$ cat config.mk
export PLATFORM = sky130hd
export DESIGN_NAME = arm26_banked_register_file_top
export DESIGN_NICKNAME = d
export VERILOG_FILES = /design/src/rtl/arm26rf_pkg.sv /design/src/rtl/arm26rf_regs.sv /design/src/rtl/arm26_banked_register_file_top.sv
export SDC_FILE = /design/constraint.sdc
export NUM_CORES = 2
export LEC_CHECK = 0
export CAP_MARGIN = 20
export CORE_ASPECT_RATIO = 0.75
export CORE_MARGIN = 2
export CORE_UTILIZATION = 51
export DETAILED_ROUTE_END_ITERATION = 12
export DONT_BUFFER_PORTS = 1
export PLACE_DENSITY = 0.66
export SETUP_SLACK_MARGIN = 0.15
export SLEW_MARGIN = 20
export SYNTH_ARGS = -nofsm -noshare
export SYNTH_HDL_FRONTEND = slang
export SYNTH_HIERARCHICAL = 1
export SYNTH_SLANG_ARGS = --single-unit
export TNS_END_PERCENT = 20
$ cat constraint.sdc
create_clock -name clk_i -period 10 [get_ports clk_i]
set_input_delay 1 -clock clk_i [delete_from_list [all_inputs] [get_ports clk_i]]
set_output_delay 1 -clock clk_i [all_outputs]
set_load 0.1 [all_outputs]
$ cat src/rtl/arm26rf_pkg.sv
// Package for the 26-bit ARM banked register file.
// Holds function codes, mode codes, PSR constants, the write-port struct and
// the physical register mapping. No dependencies.
package arm26rf_pkg;

  typedef enum logic [4:0] {
    FN_READ        = 5'd0,
    FN_READ_PCPSR  = 5'd1,
    FN_READ_PC4    = 5'd2,
    FN_READ_PSR    = 5'd3,
    FN_READ_PC4PSR = 5'd4,
    FN_USER_READ   = 5'd5,
    FN_WRITE       = 5'd6,
    FN_WRITE_DEST  = 5'd7,
    FN_USER_WRITE  = 5'd8,
    FN_SET_PSR     = 5'd9,
    FN_UPDATE_PSR  = 5'd10,
    FN_SET_FLAGS   = 5'd11,
    FN_SET_PC      = 5'd12,
    FN_RESET       = 5'd13,
    FN_UNDEF       = 5'd14,
    FN_SWI         = 5'd15,
    FN_PREFETCH    = 5'd16,
    FN_DATA_ABORT  = 5'd17,
    FN_ADDRESS     = 5'd18,
    FN_IRQ         = 5'd19,
    FN_FIQ         = 5'd20
  } func_e;

  typedef enum logic [1:0] {
    MODE_USR = 2'd0,
    MODE_FIQ = 2'd1,
    MODE_IRQ = 2'd2,
    MODE_SVC = 2'd3
  } mode_e;

  localparam logic [31:0] PsrPrivMask = 32'hFC000003;
  localparam logic [31:0] PsrUserMask = 32'hF0000000;
  localparam logic [31:0] PsrModeMask = 32'h00000003;
  localparam logic [31:0] PsrIrqOff   = 32'h08000000;
  localparam logic [31:0] PsrFiqOff   = 32'h04000000;

  localparam logic [31:0] VecReset    = 32'h00000000;
  localparam logic [31:0] VecUndef    = 32'h00000004;
  localparam logic [31:0] VecSwi      = 32'h00000008;
  localparam logic [31:0] VecPrefetch = 32'h0000000C;
  localparam logic [31:0] VecData     = 32'h00000010;
  localparam logic [31:0] VecAddress  = 32'h00000014;
  localparam logic [31:0] VecIrq      = 32'h00000018;
  localparam logic [31:0] VecFiq      = 32'h0000001C;

  localparam logic [3:0] RegLink = 4'd14;
  localparam logic [3:0] RegPc   = 4'd15;

  // Physical layout: 0-7 shared R0-R7, 8-12 user R8-R12, 13-17 fast R8-R12,
  // 18-25 R13/R14 pairs of user, fast, interrupt, supervisor.
  localparam int NumPhys    = 26;
  localparam int PhysW      = $clog2(NumPhys);
  localparam int BaseUsrHi  = 8;
  localparam int BaseFiqHi  = 13;
  localparam int BasePairs  = 18;

  typedef struct packed {
    logic        en;
    logic [3:0]  idx;
    mode_e       mode;
    logic        user_bank;
    logic [31:0] data;
  } wr_port_t;

  function automatic logic [PhysW-1:0] phys_index(logic [3:0] idx, mode_e mode,
                                                  logic user_bank);
    mode_e             m;
    logic [PhysW-1:0]  res;
    m = user_bank ? MODE_USR : mode;
    if (idx == RegPc) begin
      // The PC lives outside the banks; map it past the end.
      res = PhysW'(NumPhys);
    end else if (idx < 4'd8) begin
      res = PhysW'(idx);
    end else if (idx < 4'd13) begin
      res = (m == MODE_FIQ) ? PhysW'(BaseFiqHi) + PhysW'(idx[2:0])
                            : PhysW'(BaseUsrHi) + PhysW'(idx[2:0]);
    end else begin
      res = PhysW'(BasePairs) + PhysW'({m, 1'b0}) + PhysW'(idx - 4'd13);
    end
    return res;
  endfunction

endpackage

$ cat src/rtl/arm26rf_regs.sv
// Physical register storage for R0-R14 across all banks.
// Depends on arm26rf_pkg for the mapping function and write-port struct.
module arm26rf_regs import arm26rf_pkg::*; (
  input  logic        clk_i,
  input  logic        rst_ni,
  input  logic [3:0]  rd_idx_i,
  input  mode_e       rd_mode_i,
  input  logic        rd_user_i,
  output logic [31:0] rd_data_o,
  input  wr_port_t    wr_i
);

  logic [31:0]      bank_q [NumPhys];
  logic [PhysW-1:0] rd_phys;
  logic [PhysW-1:0] wr_phys;

  assign rd_phys = phys_index(rd_idx_i, rd_mode_i, rd_user_i);
  assign wr_phys = phys_index(wr_i.idx, wr_i.mode, wr_i.user_bank);

  // R15 maps past the end; read it as zero.
  assign rd_data_o = (32'(rd_phys) < 32'(NumPhys)) ? bank_q[rd_phys] : 32'd0;

  always_ff @(posedge clk_i or negedge rst_ni) begin
    if (!rst_ni) begin
      for (int i = 0; i < NumPhys; i++) bank_q[i] <= 32'd0;
    end else if (wr_i.en && (32'(wr_phys) < 32'(NumPhys))) begin
      bank_q[wr_phys] <= wr_i.data;
    end
  end

endmodule

$ cat src/rtl/arm26_banked_register_file_top.sv
// Top level of the 26-bit ARM banked register file.
// Depends on arm26rf_pkg and arm26rf_regs.
//
// An accepted transaction is held in the input register stage, then its result
// and result strobe are taken into the result register stage.
// Throughput: one transaction per cycle; busy never rises.
// Reset: all registers, PC and PSR clear, user mode, interrupts enabled.
// The receiver cannot stall; each result is shown for exactly one cycle.
module arm26_banked_register_file_top import arm26rf_pkg::*; (
  input  logic        clk_i,
  input  logic        rst_ni,
  input  logic        start,
  output logic        busy,
  input  logic [4:0]  func_i,
  input  logic [3:0]  reg_index_i,
  input  logic [31:0] write_value_i,
  input  logic        update_status_i,
  output logic        done_o,
  output logic [31:0] read_data_o,
  output logic        mode_changed_o,
  output logic        pc_written_o,
  output logic [1:0]  current_mode_o,
  output logic [1:0]  irq_disables_o,
  output logic [3:0]  status_flags_o,
  output logic        privileged_o
);

  // Input register stage.
  logic        in_valid_q;
  logic [4:0]  func_q;
  logic [3:0]  idx_q;
  logic [31:0] val_q;
  logic        upd_q;

  // Architectural state: PC field (bits 25-2) and the live PSR bits.
  logic [23:0] pc_q, pc_d;
  logic [3:0]  flags_q, flags_d;
  logic        irq_off_q, irq_off_d;
  logic        fiq_off_q, fiq_off_d;
  mode_e       mode_q, mode_d;

  // Result register stage.
  logic        done_q;
  logic [31:0] rdata_q, rdata_d;
  logic        mch_q, mch_d;
  logic        pcw_q, pcw_d;

  logic [31:0] pc32, pc4_32, psr32, link, psr_src, reg_rdata;
  logic        r15, is_exc, priv;
  logic        rd_user;
  wr_port_t    wr;

  assign busy = 1'b0;

  // Capture every accepted transaction.
  always_ff @(posedge clk_i or negedge rst_ni) begin
    if (!rst_ni) begin
      in_valid_q <= 1'b0;
    end else begin
      in_valid_q <= start && !busy;
    end
  end

  always_ff @(posedge clk_i) begin
    if (start && !busy) begin
      func_q <= func_i;
      idx_q  <= reg_index_i;
      val_q  <= write_value_i;
      upd_q  <= update_status_i;
    end
  end

  assign r15    = (idx_q == RegPc);
  assign priv   = (mode_q != MODE_USR);
  assign pc32   = {6'd0, pc_q, 2'b00};
  assign pc4_32 = {6'd0, pc_q + 24'd1, 2'b00};   // wrap inside the PC field
  assign psr32  = {flags_q, irq_off_q, fiq_off_q, 24'd0, mode_q};
  assign link   = pc32 | psr32;
  assign is_exc = in_valid_q && (func_q >= FN_RESET) && (func_q <= FN_FIQ);

  // PSR source for set/update; outside FN_SET_PSR, user mode may only touch the flags.
  always_comb begin
    if (func_q == FN_SET_PSR || priv) begin
      psr_src = val_q & PsrPrivMask;
    end else begin
      psr_src = (psr32 & ~PsrUserMask) | (val_q & PsrUserMask);
    end
  end

  assign rd_user = (func_q == FN_USER_READ);

  arm26rf_regs u_regs (
    .clk_i     (clk_i),
    .rst_ni    (rst_ni),
    .rd_idx_i  (idx_q),
    .rd_mode_i (mode_q),
    .rd_user_i (rd_user),
    .rd_data_o (reg_rdata),
    .wr_i      (wr)
  );

  // Execute one transaction: next state, bank write and result.
  always_comb begin
    pc_d      = pc_q;
    flags_d   = flags_q;
    irq_off_d = irq_off_q;
    fiq_off_d = fiq_off_q;
    mode_d    = mode_q;
    rdata_d   = 32'd0;
    mch_d     = 1'b0;
    pcw_d     = 1'b0;
    wr        = '0;
    wr.idx    = idx_q;
    wr.mode   = mode_q;
    wr.data   = val_q;

    if (in_valid_q) begin
      case (func_q)
        FN_READ:        rdata_d = r15 ? pc32 : reg_rdata;
        FN_READ_PCPSR:  rdata_d = r15 ? link : reg_rdata;
        FN_READ_PC4:    rdata_d = r15 ? pc4_32 : reg_rdata;
        FN_READ_PSR:    rdata_d = r15 ? psr32 : reg_rdata;
        FN_READ_PC4PSR,
        FN_USER_READ:   rdata_d = r15 ? (pc4_32 | psr32) : reg_rdata;
        FN_WRITE,
        FN_USER_WRITE: begin
          if (r15) begin
            pc_d  = val_q[25:2];
            pcw_d = 1'b1;
          end else begin
            wr.en        = 1'b1;
            wr.user_bank = (func_q == FN_USER_WRITE);
          end
        end
        FN_WRITE_DEST: begin
          if (r15) begin
            if (upd_q) begin
              flags_d   = psr_src[31:28];
              irq_off_d = psr_src[27];
              fiq_off_d = psr_src[26];
              mode_d    = mode_e'(psr_src[1:0]);
              mch_d     = (psr_src[1:0] != mode_q);
            end
            pc_d  = val_q[25:2];
            pcw_d = 1'b1;
          end else begin
            wr.en = 1'b1;
          end
        end
        FN_SET_PSR,
        FN_UPDATE_PSR: begin
          flags_d   = psr_src[31:28];
          irq_off_d = psr_src[27];
          fiq_off_d = psr_src[26];
          mode_d    = mode_e'(psr_src[1:0]);
          mch_d     = (psr_src[1:0] != mode_q);
        end
        FN_SET_FLAGS:   flags_d = val_q[31:28];
        FN_SET_PC:      pc_d = val_q[25:2];
        FN_RESET, FN_UNDEF, FN_SWI, FN_PREFETCH,
        FN_DATA_ABORT, FN_ADDRESS, FN_IRQ, FN_FIQ: begin
          // Save old PC|PSR into the target mode's link register, then vector.
          irq_off_d = 1'b1;
          wr.en     = 1'b1;
          wr.idx    = RegLink;
          wr.data   = link;
          case (func_q)
            FN_RESET: begin
              fiq_off_d = 1'b1;
              mode_d    = MODE_SVC;
              pc_d      = VecReset[25:2];
            end
            FN_UNDEF: begin
              mode_d = MODE_SVC;
              pc_d   = VecUndef[25:2];
            end
            FN_SWI: begin
              mode_d = MODE_SVC;
              pc_d   = VecSwi[25:2];
            end
            FN_PREFETCH: begin
              mode_d = MODE_SVC;
              pc_d   = VecPrefetch[25:2];
            end
            FN_DATA_ABORT: begin
              mode_d = MODE_SVC;
              pc_d   = VecData[25:2];
            end
            FN_ADDRESS: begin
              mode_d = MODE_SVC;
              pc_d   = VecAddress[25:2];
            end
            FN_IRQ: begin
              mode_d = MODE_IRQ;
              pc_d   = VecIrq[25:2];
            end
            default: begin
              fiq_off_d = 1'b1;
              mode_d    = MODE_FIQ;
              pc_d      = VecFiq[25:2];
            end
          endcase
          wr.mode = mode_d;
        end
        default: ;  // unused codes: no state change, zero result
      endcase
    end
  end

  // Advance state and register the result together.
  always_ff @(posedge clk_i or negedge rst_ni) begin
    if (!rst_ni) begin
      pc_q      <= 24'd0;
      flags_q   <= 4'd0;
      irq_off_q <= 1'b0;
      fiq_off_q <= 1'b0;
      mode_q    <= MODE_USR;
      done_q    <= 1'b0;
    end else begin
      pc_q      <= pc_d;
      flags_q   <= flags_d;
      irq_off_q <= irq_off_d;
      fiq_off_q <= fiq_off_d;
      mode_q    <= mode_d;
      done_q    <= in_valid_q;
    end
  end

  always_ff @(posedge clk_i) begin
    rdata_q <= rdata_d;
    mch_q   <= mch_d;
    pcw_q   <= pcw_d;
  end

  // Status outputs mirror the PSR, which settles at the same edge as the result.
  assign done_o         = done_q;
  assign read_data_o    = rdata_q;
  assign mode_changed_o = mch_q;
  assign pc_written_o   = pcw_q;
  assign current_mode_o = mode_q;
  assign irq_disables_o = {irq_off_q, fiq_off_q};
  assign status_flags_o = flags_q;
  assign privileged_o   = (mode_q != MODE_USR);

  a_done_follows_start: assert property (@(posedge clk_i) disable iff (!rst_ni)
    done_o |-> $past(start && !busy, 2))
    else $error("result strobe without an accepted transaction");

  a_exc_privileged: assert property (@(posedge clk_i) disable iff (!rst_ni)
    is_exc |=> (privileged_o && irq_disables_o[1]))
    else $error("exception entry left user mode or IRQ enabled");

  a_mch_means_change: assert property (@(posedge clk_i) disable iff (!rst_ni)
    (done_o && mode_changed_o) |-> (current_mode_o != $past(current_mode_o)))
    else $error("mode_changed set but mode is unchanged");

  a_flags_keep_mode: assert property (@(posedge clk_i) disable iff (!rst_ni)
    (in_valid_q && func_q == FN_SET_FLAGS) |=> $stable(current_mode_o))
    else $error("flag set altered the mode");

endmodule

**Word level (Yosys, flattened, before mapping)**

Cells that the tools add are included.

- Mux-type cells: 52
- Add/subtract/negate cells: 11
- Reduce and logical (&&, ||, !) cells: 20
- Magnitude comparators: 9
- Equal/unequal tests: 29
- Multiply operators: 0
- Divide/modulo/power cells: 0
- Bitwise operators: 5
- Shift-type cells: 0

Operators with widths:

| cell | count |
|---|---|
| bitwise mux 832 bit | 1 |
| two-way mux 32 bit | 11 |
| binary-select mux 32 bit (select 5 bit) | 1 |
| demux 32 bit (select 5 bit) | 1 |
| case mux 32 bit (5 select lines) | 1 |
| case mux 24 bit (3 select lines) | 1 |
| OR 26 x 32 -> 32 bit | 2 |
| == test 5 x 4 -> 1 bit (second input constant) | 8 |
| two-way mux 40 bit | 1 |
| two-way mux 5 bit | 8 |
| OR 28 x 32 -> 32 bit | 1 |
| == test 5 bit (second input constant) | 5 |
| adder 24 x 1 -> 24 bit (second input constant) | 1 |
| two-way mux 24 bit | 1 |
| case mux 3 bit (7 select lines) | 1 |
| adder 4 x 3 -> 5 bit (first input constant) | 4 |
| == test 5 x 3 -> 1 bit (second input constant) | 4 |
| less-than comparator 4 bit (second input constant) | 4 |
| >= comparator 6 bit (second input constant) | 2 |
| inverter 5 -> 6 bit | 2 |
| case mux 4 bit (3 select lines) | 1 |
| OR reduction 6 bit | 2 |
| two-way mux 1 bit | 11 |
| adder 5 x 3 -> 5 bit (first input constant) | 2 |
| other kinds (30) | 50 |

- Input port bits: 45
- Bits in writable memories: 0
- Flip-flop bits (word level): 942
- Memory bits (read-only): 0
- Memories kept: 0
- Logic and storage cells: 166
- Bits in latches: 0

**Depth between registers and ports, before layout**

- Depth in word-level cells: 17
- Depth in mapped cells: 21

**Modules after synthesis**

The synthesis kept the hierarchy.

Modules (own cells, without submodules):

| module | cells an instance | sequential area each (um^2) | area each (um^2) | instances |
|---|---|---|---|---|
| arm26rf_regs | 3295 | 20820.0 | 39803.2 | 1 |
| arm26_banked_register_file_top | 553 | 2792.7 | 5406.4 | 1 |

**Least setup slack after synthesis**

OpenSTA, ideal clock, no wires.

- Path type: register to register
- Start point: register func_q[0]
- End point: register u_regs/bank_q[385] in the netlist's numbering
- Required time: 9875 ps
- Cell stages (with the launch flop): 21
- Setup time: 125 ps
- Slack: 5059 ps
- Period minus slack after synthesis: 4941 ps
- Data arrival time: 4816 ps
- Cells stage by stage: edfxtp_1 -> clkbuf_1 -> o21ai_1 -> mux2i_1 -> nand2b_1 -> buf_2 -> clkbuf_1 -> o21ai_0 -> nor2b_1 -> ha_1 -> ha_1 -> fa_1 -> xor2_1 -> o21ai_1 -> a31oi_1 -> or2_1 -> a311oi_4 -> nand2_4 -> nor2_4 -> buf_6 -> mux2_2

RTL lines:

| item | line | source |
|---|---|---|
| start, declared | arm26_banked_register_file_top.sv:30 | `logic [4:0] func_q;` |
| start signal, assigned | arm26_banked_register_file_top.sv:66 | `func_q <= func_i;` |
| end signal, assigned by index | arm26rf_regs.sv:27 | `bank_q[wr_phys] <= wr_i.data;` |
| end, declared | arm26rf_regs.sv:13 | `logic [31:0] bank_q [NumPhys];` |

==> metrics.txt <==
outcome=finished clean; clock slew at reported path FFs=60 ps; Req. time, crit path=10540 ps; Leakage=0.0227 uW; count of yosys warnings during synthesis=6; headroom to the max-slew limit=0.288; Syn-to-layout area delta=7.75%; Skew-Pair Late Insertion Delay=660 ps; CTS tree=built; design area=roughly 50000 um^2; Via-to-Cell Ratio=approximately 6.3; Layout Utilization=0.555; FMAX=between 0.15 and 0.2 GHz; drt wl/cell=25.5 um; CP Launch Type=flop; Synth Cell Area=45200 um^2; dominant synthesized flop cell=dfrtp_1; post-CTS setup repair buffer count=0; synth unique cells=86; Cell Area, Placed=about 45000 um^2; global-route wire length before repair=189 mm; layout cells sized above 1=0.287; Fin. Hold Viols=0; Synth top area share=0.479; initial antenna violation count=0; Root Buffer Master=clkbuf_16; max-slew violation count=0; CP cell instances=o21ai_1 -> mux2i_2 -> buf_4 -> nand2b_2 -> buf_4 -> nand2b_1 -> inv_1 -> ha_1 -> inv_1 -> ha_1 -> a21o_1 -> a211oi_1 -> a211oi_2 -> nor2_2 -> o211a_1 -> nand3_4 -> nor2_4 -> buf_4 -> mux2_2; core area=about 90000 um^2; CTS H-tree depth=3; total of max-cap violations=0; CP max stage cell=edfxtp_1; Final ANT Viol Nets=0; Clock Path Buffers=3; Rows=94; Overflow after GRT=0; Num CTS Buffers=90; hpwl dp=68.0 mm; vias=a little over 30000; critical path arrival=7190 ps; Slew @ Worst Pin=1070 ps; Post-Syn Area per Cell=11.7 um^2; Sink Count=roughly 940; routability cong.=0.905; fin crit share=0.665; hold_ws=380 ps; Tmin final=6650 ps; FILL cells=7450; Post-Synthesis Cells=3848; worst clock skew=21.3 ps; CP bufs+invs=5; DRT Wirelength=125 mm; Top delay family on crit path=buffers and inverters; number of flops mapped to enable cells by yosys=42; sequential share of the synthesized area=0.522; gr usage total=0.272; Max VDD drop=0.000166 V; final setup violation count=0; ANT cells=0; Total Nets Final=between 3000 and 4000; Initial Utilization=0.515; Worst path max stage delay=820 ps; largest net degree at the start of global routing=867; top cells by area, synth=dfrtp_1, mux2_2, nand2_1; I/O pin total=90; Post-CTS Resized=0; RSZ-0062 raised after global routing=false; PortBufs=0; Worst Path Max Fanout=between 40 and 50; 1st-iter DRT viols=roughly 3200; Synth Net Count=just under 4000; drt drc=0; post-cts hold buffer count=0; vias in the first global route=~30000; most used cell, CP=buf_4; Worst setup EP type=flop; Chip Width=348 um; Total Neg Setup Slack=0 ps; DIE HEIGHT=around 260 um; Die Area=just over 90000 um^2; worst min-delay path category=in -> reg; Pre-antenna DRT Iters=5; area leader, netlist=dfrtp_1; Async SR Flop Fraction=0.919; post-synthesis register bit count=roughly 940; CP Class=reg -> reg; pwr/cell area=261 nW/um^2
-- area by class of cell --
class / instances / area, um^2 / area share
clock inverter: 42 / 514 / 0.0106
multi-input combinational: 2520 / 19600 / 0.402
timing repair buffer: 80 / 816 / 0.0167
inverter: 42 / 158 / 0.00324
tap: 1152 / 1440 / 0.0296
clock buffer: 120 / 2590 / 0.0532
sequential: 942 / 23600 / 0.485
-- Yosys cell counts, types with 7 or more instances --
cell type / n
dfrtp_1: 866
mux2_2: 775
nand2_1: 536
nand3_1: 259
clkbuf_1: 198
a211oi_1: 191
mux2i_1: 121
and3_1: 103
a31oi_1: 72
buf_6: 68
mux2_1: 64
a21oi_1: 61
o21ai_0: 50
edfxtp_1: 42
inv_1: 42
nor2_1: 36
dfxtp_1: 34
buf_4: 33
a311oi_1: 31
buf_2: 29
nor2_4: 26
ha_1: 17
buf_1: 16
nand2b_1: 12
mux2_4: 10
xnor2_1: 10
nand4_1: 9
nor3_1: 9
a221oi_1: 8
nor2b_1: 8
nor4_1: 7
-- report_power, final --
| group | leakage, uW | total (uW) | switching [uW] | internal [uW] |
|---|---|---|---|---|
| Combinational | 0.00876 | 3330 | 1880 | 1460 |
| Sequential | 0.0124 | 5780 | 775 | 5000 |
| Clock | 0.00152 | 3610 | 1500 | 2100 |
| Total | 0.0227 | 12700 | 4160 | 8560 |
-- metrics by stage --
| step | power [uW] | std cells | setup WS [ps] |
|---|---|---|---|
| floorplan | 8130 | 3848 | 5060 |
| global placement | 8950 | 4729 | 3570 |
| detailed placement | 9060 | 4730 | 3450 |
| CTS | 12700 | 4892 | 3450 |
| global route | 13400 | 4898 | 2990 |
| finish | 12700 | 4898 | 3350 |
-- kinds of logic after synthesis --
group	share of synthesized area
adders and majority gates	0.00559
AOI/OAI and AO/OA	0.0742
muxes	0.239
buffers and inverters	0.0469
and+or+nand+nor	0.110
DFF	0.522
other	0.0000829
xor gates and xnor gates	0.00213
-- placed cells by master, fill, tap and decap left out, types with 9 or more instances in the layout --
cell	instances
a211oi_1	191
buf_4	65
clkbuf_16	94
mux2_2	775
clkbuf_1	12
a311oi_1	31
inv_1	42
o21ai_1	24
nor2_1	34
a31oi_1	72
nand2b_1	11
dfxtp_1	34
mux2_4	10
nand3_1	257
clkinv_2	15
clkbuf_8	14
and3_1	102
mux2_1	64
dfrtp_1	866
a21oi_1	61
nor3_1	9
buf_12	9
mux2i_1	120
ha_1	17
nor2_4	28
nand2_1	532
nand4_1	9
o21ai_0	28
xnor2_1	10
edfxtp_1	42
bufinv_16	11
-- routing by layer --
metal | vias up | wire length, um | global-route usage
li1 | 13500 | - | -
met1 | 16000 | 58000 | 0.408
met2 | 1087 | 54900 | 0.411
met3 | 189 | 8800 | 0.0464
met4 | 0 | 3260 | 0.0687
met5 | - | 0 | 0
-- sequential cells by signal (all words and copies together) (netlist names), 2 cells and up --
| name | count |
|---|---|
| u_regs/bank_q | 832 |
| read_data_o | 32 |
| val_q | 32 |
| pc_q | 24 |
| func_q | 5 |
| idx_q | 4 |
| status_flags_o | 4 |
| current_mode_o | 2 |
-- worst paths after layout --
kind                            depth (start not counted)                from  slack, ps                 end
max in group asynchronous                               4              rst_ni       6590   u_regs/bank_q[62]
worst max register to register                         19           func_q[2]       3350  u_regs/bank_q[715]
worst max-delay path                                   19           func_q[2]       3350  u_regs/bank_q[715]
worst min register to register                          1  u_regs/bank_q[759]        480  u_regs/bank_q[759]
min in group asynchronous                               1              rst_ni        400  u_regs/bank_q[392]
worst min-delay path                                    0               start        380          in_valid_q
No activity file was read; power rests on OpenSTA's default activity.
